===== config.mk =====
export PLATFORM = sky130hd
export DESIGN_NAME = lzwvw_ctrl
export DESIGN_NICKNAME = d
export VERILOG_FILES = /design/src/sv/lzwvw_pkg.sv /design/src/sv/lzwvw_ctrl.sv
export SDC_FILE = /design/constraint.sdc
export NUM_CORES = 1
export LEC_CHECK = 0
export BUFFER_PORTS_ARGS = -buffer_cell sky130_fd_sc_hd__buf_2
export CAP_MARGIN = 15
export CORE_AREA = 2 2 39 41
export DETAILED_ROUTE_END_ITERATION = 10
export DIE_AREA = 0 0 41 43
export PLACE_DENSITY = 0.68
export SYNTH_ARGS = -nofsm -noshare
export SYNTH_HDL_FRONTEND = slang
export SYNTH_SLANG_ARGS = --single-unit

===== constraint.sdc =====
create_clock -name clk -period 3.7 [get_ports clk]
set_clock_uncertainty 0.05 [all_clocks]
set_input_delay 0 -clock clk [delete_from_list [all_inputs] [get_ports clk]]
set_output_delay 0 -clock clk [all_outputs]
set_load 0.02 [all_outputs]

===== src/sv/lzwvw_pkg.sv =====
// Shared types and constants for the LZW variable-width compressor.
// No dependencies; imported by the datapath, controller and top level.
package lzwvw_pkg;

  localparam int CODE_W     = 12;
  localparam int WIDTH_W    = 4;
  localparam int BYTE_W     = 8;
  localparam int CFG_IDX_W  = 4;
  localparam int CFG_DATA_W = 12;
  localparam int EPOCH_W    = 8;

  localparam logic CMD_DATA   = 1'b0;
  localparam logic CMD_FINISH = 1'b1;

  localparam logic [CFG_IDX_W-1:0] REG_INITIAL_WIDTH   = 4'd0;
  localparam logic [CFG_IDX_W-1:0] REG_MAX_WIDTH       = 4'd1;
  localparam logic [CFG_IDX_W-1:0] REG_FIRST_FREE_CODE = 4'd2;
  localparam logic [CFG_IDX_W-1:0] REG_END_CODE        = 4'd3;

  localparam logic [WIDTH_W-1:0]    RST_INITIAL_WIDTH = 4'd9;
  localparam logic [WIDTH_W-1:0]    RST_MAX_WIDTH     = 4'd12;
  localparam logic [CFG_DATA_W-1:0] RST_FIRST_FREE    = 12'd258;
  localparam logic [CFG_DATA_W-1:0] RST_END_CODE      = 12'd257;

  typedef struct packed {
    logic              cmd;
    logic [BYTE_W-1:0] data_byte;
  } in_item_t;

  typedef struct packed {
    logic [CODE_W-1:0]  code;
    logic [WIDTH_W-1:0] code_width;
    logic               last;
  } out_item_t;

  typedef struct packed {
    logic ld_in;         // latch byte, compute hash slot
    logic first_byte;    // match starts at incoming byte
    logic rd;            // read slot at probe index
    logic probe_next;    // step to next slot
    logic take_hit;      // match extends to slot's code
    logic miss;          // emit match, insert pair, restart match
    logic emit_match;    // emit pending match on finish
    logic emit_end;      // emit end code
    logic stream_start;  // reinit stream state
    logic clear_step;    // clear one slot
  } ctrl_cmd_t;

  typedef struct packed {
    logic in_finish;
    logic match_valid;
    logic slot_hit;
    logic slot_used;
    logic out_free;
    logic clear_done;
    logic epoch_wrap;
  } ctrl_status_t;

endpackage


===== src/sv/lzwvw_ctrl.sv =====
// Controller FSM: sequences accept, hashed probe, emit, finish and RAM sweep.
// Depends on lzwvw_pkg; talks to lzwvw_datapath by ctrl_cmd_t / ctrl_status_t.
module lzwvw_ctrl (
  input  logic                    clk,
  input  logic                    rst,
  input  logic                    in_valid,
  output logic                    in_ready,
  input  lzwvw_pkg::ctrl_status_t status,
  output lzwvw_pkg::ctrl_cmd_t    cmd
);
  import lzwvw_pkg::*;

  typedef enum logic [5:0] {
    ST_CLEAR     = 6'b000001,
    ST_IDLE      = 6'b000010,
    ST_READ      = 6'b000100,
    ST_CMP       = 6'b001000,
    ST_FIN_MATCH = 6'b010000,
    ST_FIN_END   = 6'b100000
  } state_t;

  state_t state, state_next;
  logic   accept;

  assign in_ready = (state == ST_IDLE);
  assign accept   = in_valid && in_ready;

  always_comb begin
    state_next = state;
    cmd        = '0;
    unique case (state)
      ST_CLEAR: begin
        cmd.clear_step = 1'b1;
        if (status.clear_done)
          state_next = ST_IDLE;
      end
      ST_IDLE: begin
        if (accept) begin
          cmd.ld_in = 1'b1;
          if (status.in_finish)
            state_next = ST_FIN_MATCH;
          else if (!status.match_valid)
            cmd.first_byte = 1'b1;
          else
            state_next = ST_READ;
        end
      end
      ST_READ: begin
        cmd.rd     = 1'b1;
        state_next = ST_CMP;
      end
      ST_CMP: begin
        if (status.slot_hit) begin
          cmd.take_hit = 1'b1;
          state_next   = ST_IDLE;
        end else if (status.slot_used) begin
          cmd.probe_next = 1'b1;
          state_next     = ST_READ;
        end else if (status.out_free) begin
          cmd.miss   = 1'b1;
          state_next = ST_IDLE;
        end
      end
      ST_FIN_MATCH: begin
        if (!status.match_valid) begin
          state_next = ST_FIN_END;
        end else if (status.out_free) begin
          cmd.emit_match = 1'b1;
          state_next     = ST_FIN_END;
        end
      end
      ST_FIN_END: begin
        if (status.out_free) begin
          cmd.emit_end     = 1'b1;
          cmd.stream_start = 1'b1;
          state_next       = status.epoch_wrap ? ST_CLEAR : ST_IDLE;
        end
      end
      default: state_next = ST_IDLE;
    endcase
  end

  always_ff @(posedge clk) begin
    if (rst)
      state <= ST_CLEAR;
    else
      state <= state_next;
  end

  a_probe_after_read: assert property (@(posedge clk) disable iff (rst)
    cmd.rd |=> (state == ST_CMP))
    else $error("slot read not followed by compare");

  a_no_accept_in_clear: assert property (@(posedge clk) disable iff (rst)
    cmd.clear_step |-> !cmd.ld_in && !cmd.miss)
    else $error("dictionary touched during sweep");

  a_end_after_match: assert property (@(posedge clk) disable iff (rst)
    cmd.emit_match |=> (state == ST_FIN_END))
    else $error("finish sequence broken");

endmodule


# Word-level counts from Yosys, hierarchy flattened
# Index checks and enable logic that the tools add are counted.
# W data, S select, Z words.
[totals]
register_bits = 6
latchBits = 0
ramBits = 0
romBits = 0
inputBits = 10
memories = 0
[op_classes]
n_addsub = 0
n_mul = 0
n_div = 0
n_lt_le_gt_ge = 0
eq_ne = 12
shifts = 0
muxes = 29
bitwise_logic = 0
n_reduce_logical = 2
[ops]
columns = ["op", "n"]
rows = [
  ["$mux W6", 10],
  ["$pmux W6 S6", 1],
  ["$mux W1", 12],
  ["$mux W2", 5],
  ["$eq A6 B1 Y1 const B", 1],
  ["$eq A6 B2 Y1 const B", 1],
  ["$eq A6 B3 Y1 const B", 1],
  ["$eq A6 B4 Y1 const B", 1],
  ["$eq A6 B5 Y1 const B", 1],
  ["$eq A6 B6 Y1 const B", 1],
  ["$reduce_and A6 Y1", 1],
  ["$ne A2 B2 Y1 const B", 2],
  ["$ne A4 B4 Y1 const B", 1],
  ["$mux W3", 1],
  ["$ne A3 B1 Y1 const B", 1],
  ["$ne A3 B3 Y1 const B", 1],
  ["$ne A2 B1 Y1 const B", 1],
  ["$logic_and A1 B1 Y1", 1],
]

# Depth between registers and ports, before layout
[depth]
ltp_word = 4
ltp_mapped = 6
depth_no_buf = 5

# Least setup slack after synthesis
# No wires, ideal clock.
[synth_path]
path_type = "reg2out"
from = "register state[5]"
to = "output port cmd[8] in the netlist's numbering"
arrival_ps = 2283
required_time_ps = 3650
slack_ps = 1367
stages_incl_launch_ff = 5
n_path_buf = 0
cell_sequence = "dfxtp_1 -> or4_4 -> nor3b_2 -> and2_1 -> nor3b_1"
[synth_lines]
columns = ["element", "line_no", "text"]
rows = [
  ["start: declaration", "lzwvw_ctrl.sv:22", "state_t state, state_next;"],
  ["start signal: assignment", "lzwvw_ctrl.sv:87", "state <= state_next;"],
  ["end: declaration", "lzwvw_ctrl.sv:9", "output lzwvw_pkg::ctrl_cmd_t cmd"],
]

# Worst setup path after layout
[layout_path]
from = "register state[5]"
to = "register state[0]"
[layout_via]
elab_chain_cells = 4
word_cells_on_any_way = 15
cone_classes = "12 x eq/ne; 1 x mux; 2 x reduce/logical"
[layout_rtl]
columns = ["element", "line_no", "text"]
rows = [
  ["$eq A6 B2 Y1", "lzwvw_ctrl.sv:25, lzwvw_ctrl.sv:31", ""],
  ["$logic_and A1 B1 Y1", "lzwvw_ctrl.sv:26", "assign accept = in_valid && in_ready;"],
  ["$ne A2 B1 Y1 (no line)", "--", ""],
  ["$reduce_and A6 Y1 (no line)", "--", ""],
]
# Several ways; a longest one is shown, not always the timed one.
# A chain may end at the register's enable or synchronous reset.

==> impl_results.md <==
- Critical Path Source Type: flip-flop
- FILL cells: 144
- Synth Area per Inst: 8.02 um^2
- Cell internal pwr: about 120 uW
- Yosys warns: 0
- Max VDD drop: 199 uV
- Initial DRT Pass Iterations: 4
- Share of cells above drive strength 1: between 40% and 50%
- Horiz. Die Dim: about 40 um
- Initial DRC Count: 11
- Crit. End Element: flip-flop
- Setup_tns: 0 ns
- Pwr/cell area: approximately 270 nW/um^2
- CTS tree: done
- Post-cts sizing count: 0
- Num CTS Buffers: 3
- WL/cell: 12.7 um
- Worst skew pair latency: 0.25 ns
- Clock power frac: 33.7%
- Initial antenna violation count: 0
- Vias in the first global route: 465
- Seq pwr share: a little over two fifths
- Period utilization: 57.9%
- Most flops, register: state
- Mapped Area: around 510 um^2
- Final Setup Violations: 0
- Reg2reg setup slack: around 1.6 ns
- Post-synthesis sequential area ratio: 23.8%
- Post-route ant nets: 0
- Area of the multi-input gates: 352 um^2
- Reg2reg path depth: 5
- Gr usage total: 15.6%
- Worst R2R Start: state[5]
- Post-Synthesis Cells: 63
- Shortest period the worst path allows: about 2.1 ns
- Sw Share: between 20% and 30%
- Logic pwr share: 24.3%
- Port Buf Inserts: 20
- Final total power: about 180 uW
- Layout area overhead: 27.2%
- Total global routing overflow: 0
- Number of remaining DRC errors: 0
- Hold path depth: 2
- Final hold violation count: 0
- Die footprint: between 1500 and 2000 um^2
- Max cap viols: 0
- Clk pin slew, worst setup/hold paths: 0.05 ns
- # rows: 14
- CTS Sinks: 6
- First-pass GRT wire length: roughly 1900 um
- Routed wire length: between 1000 and 1500 um
- Lkg Pwr: ~0.00029 uW
- Achievable clock frequency: 0.467 GHz
- Most common cell after layout, fill and taps aside: buf_2
- Most frequent cells in the layout: buf_2 (20), nor2_1 (7), o21ai_0 (6), dfxtp_1 (6), inv_1 (5)
- Clk buf depth: 2
- Setup bufs post-CTS: 0
- # diodes: 0
- Final slew viol count: 0
- Worst slew pin tran: 0.497 ns
- Slew HR: 66.6%
- Hold endpoint: state[5]
- Min-Delay Path Class: input port to flip-flop
- Largest registers: state: 6 flops
- Number of synthesized register bits: 6
- Worst R2R End: state[0]
- H-tree level count: 1
- WP data arrival: around 2.2 ns
- CP Data Required Time: 3.77 ns
- Hold path startpoint: rst
- Synth unique cells: 32
- Finished Cell Area: 643 um^2
- Root buffer cell: clkbuf_4
- Crit Path Max Fanout: 6
- Vias: 559
- Via/cell ratio: 5.53
- Initial Util: 36.5%
- Status: completed
- Post-DP Area: 611 um^2
- I/O Pins: 21
- Max FFs per register: 6
- Reg area: 120 um^2
- CP Class: flip-flop to flip-flop
- RSZ-0062 raised after global routing: no
- GP Congestion: between 0.7 and 0.8
- Final nets: between 90 and 100
- Syn_nets: between 70 and 80
- Core area: about 1400 um^2
- Largest net degree at the start of global routing: 10
- NetSw: approximately 53 uW
- Die height: 43 um
- Dpl hpwl: approximately 1000 um
critical path: stages (launching register included):
cell,delay (ns)
dfxtp_1,0.41
or4b_4,0.50
or3_4,0.37
a31oi_4,0.25
nor2_2,0.07
a311o_1,0.35
synth_stat cells:
cell	instances	area (um^2)
a211o_2	1	10.0
a21o_2	1	8.76
a311o_1	1	10.0
a31oi_1	2	12.5
a31oi_4	1	21.3
and2_1	1	6.26
and2b_2	2	17.5
and3_1	1	6.26
buf_4	2	15.0
dfxtp_1	6	120
inv_1	5	18.8
nand2_1	4	15.0
nand2b_1	1	6.26
nand3_1	2	10.0
nand3b_1	1	7.51
nor2_1	7	26.3
nor2_2	1	6.26
nor2b_1	1	6.26
nor3_1	4	20.0
nor3b_1	1	7.51
nor3b_2	1	12.5
nor4_1	1	6.26
nor4_2	2	25.0
o21ai_0	6	30.0
o21ba_2	1	10.0
o31a_1	1	8.76
o31ai_1	1	7.51
o32ai_1	1	8.76
o41ai_1	1	8.76
or3_4	1	11.3
or4_4	1	11.3
or4b_4	1	13.8
how the worst max path moves through the flow:
stage / startpoint / end / slack (ns)
floorplan: state[5] / cmd[8] / 1.37
global placement: state[2] / state[0] / 1.61
detailed placement: state[2] / state[0] / 1.58
CTS: state[5] / cmd[8] / 1.56
global route: state[5] / cmd[8] / 1.42
finish: state[5] / state[0] / 1.56
cells by family after synthesis:
group                  Yosys count  synth area share [%]
flip-flops                       6                  23.8
AO/OA/AOI/OAI                   17                  27.0
buffers and inverters            7                  6.68
AND/OR/NAND/NOR                 33                  42.6
through the flow:
stage          util [%]  cells  hold WS (ns)  setup WS (ns)
2_1_floorplan         -     63        0.0279           1.37
3_3_place_gp       44.1     97         0.221           1.61
3_5_place_dp       44.1     97         0.240           1.58
4_1_cts            46.5    101       0.00171           1.56
5_1_grt            46.5    101        0.0160           1.42
6_report           46.5    101        0.0121           1.56
per-layer routing:
metal	track usage, %	routed length [um]	vias up
met4	4.00	3	0
met2	26.3	672	11
met1	18.1	578	266
met3	4.71	27	2
li1	-	-	280
met5	0	0	-
layout make-up:
class                           count  area share (%)
Multi-Input combinational cell     50            54.7
Inverter                            5            2.92
Clock buffer                        3            3.50
Timing Repair Buffer               21            17.1
Sequential cell                     6            18.7
Tap cell                           16            3.11
power by group through the flow:
stage          clock [uW]  combinational [uW]  sequential, uW
2_1_floorplan           0                31.3            71.4
3_3_place_gp            0                41.4            74.9
3_5_place_dp            0                42.0            74.9
4_1_cts              62.4                43.0            73.7
5_1_grt              63.6                46.4            74.2
6_report             59.4                42.9            74.0
timing repair:
action                                 4_1_cts  5_1_grt
endpoints found under the hold margin        1        0
hold buffers                                 1        0
setup endpoints to repair                    0        0
Note: power is estimated with default switching activity, not from simulation.
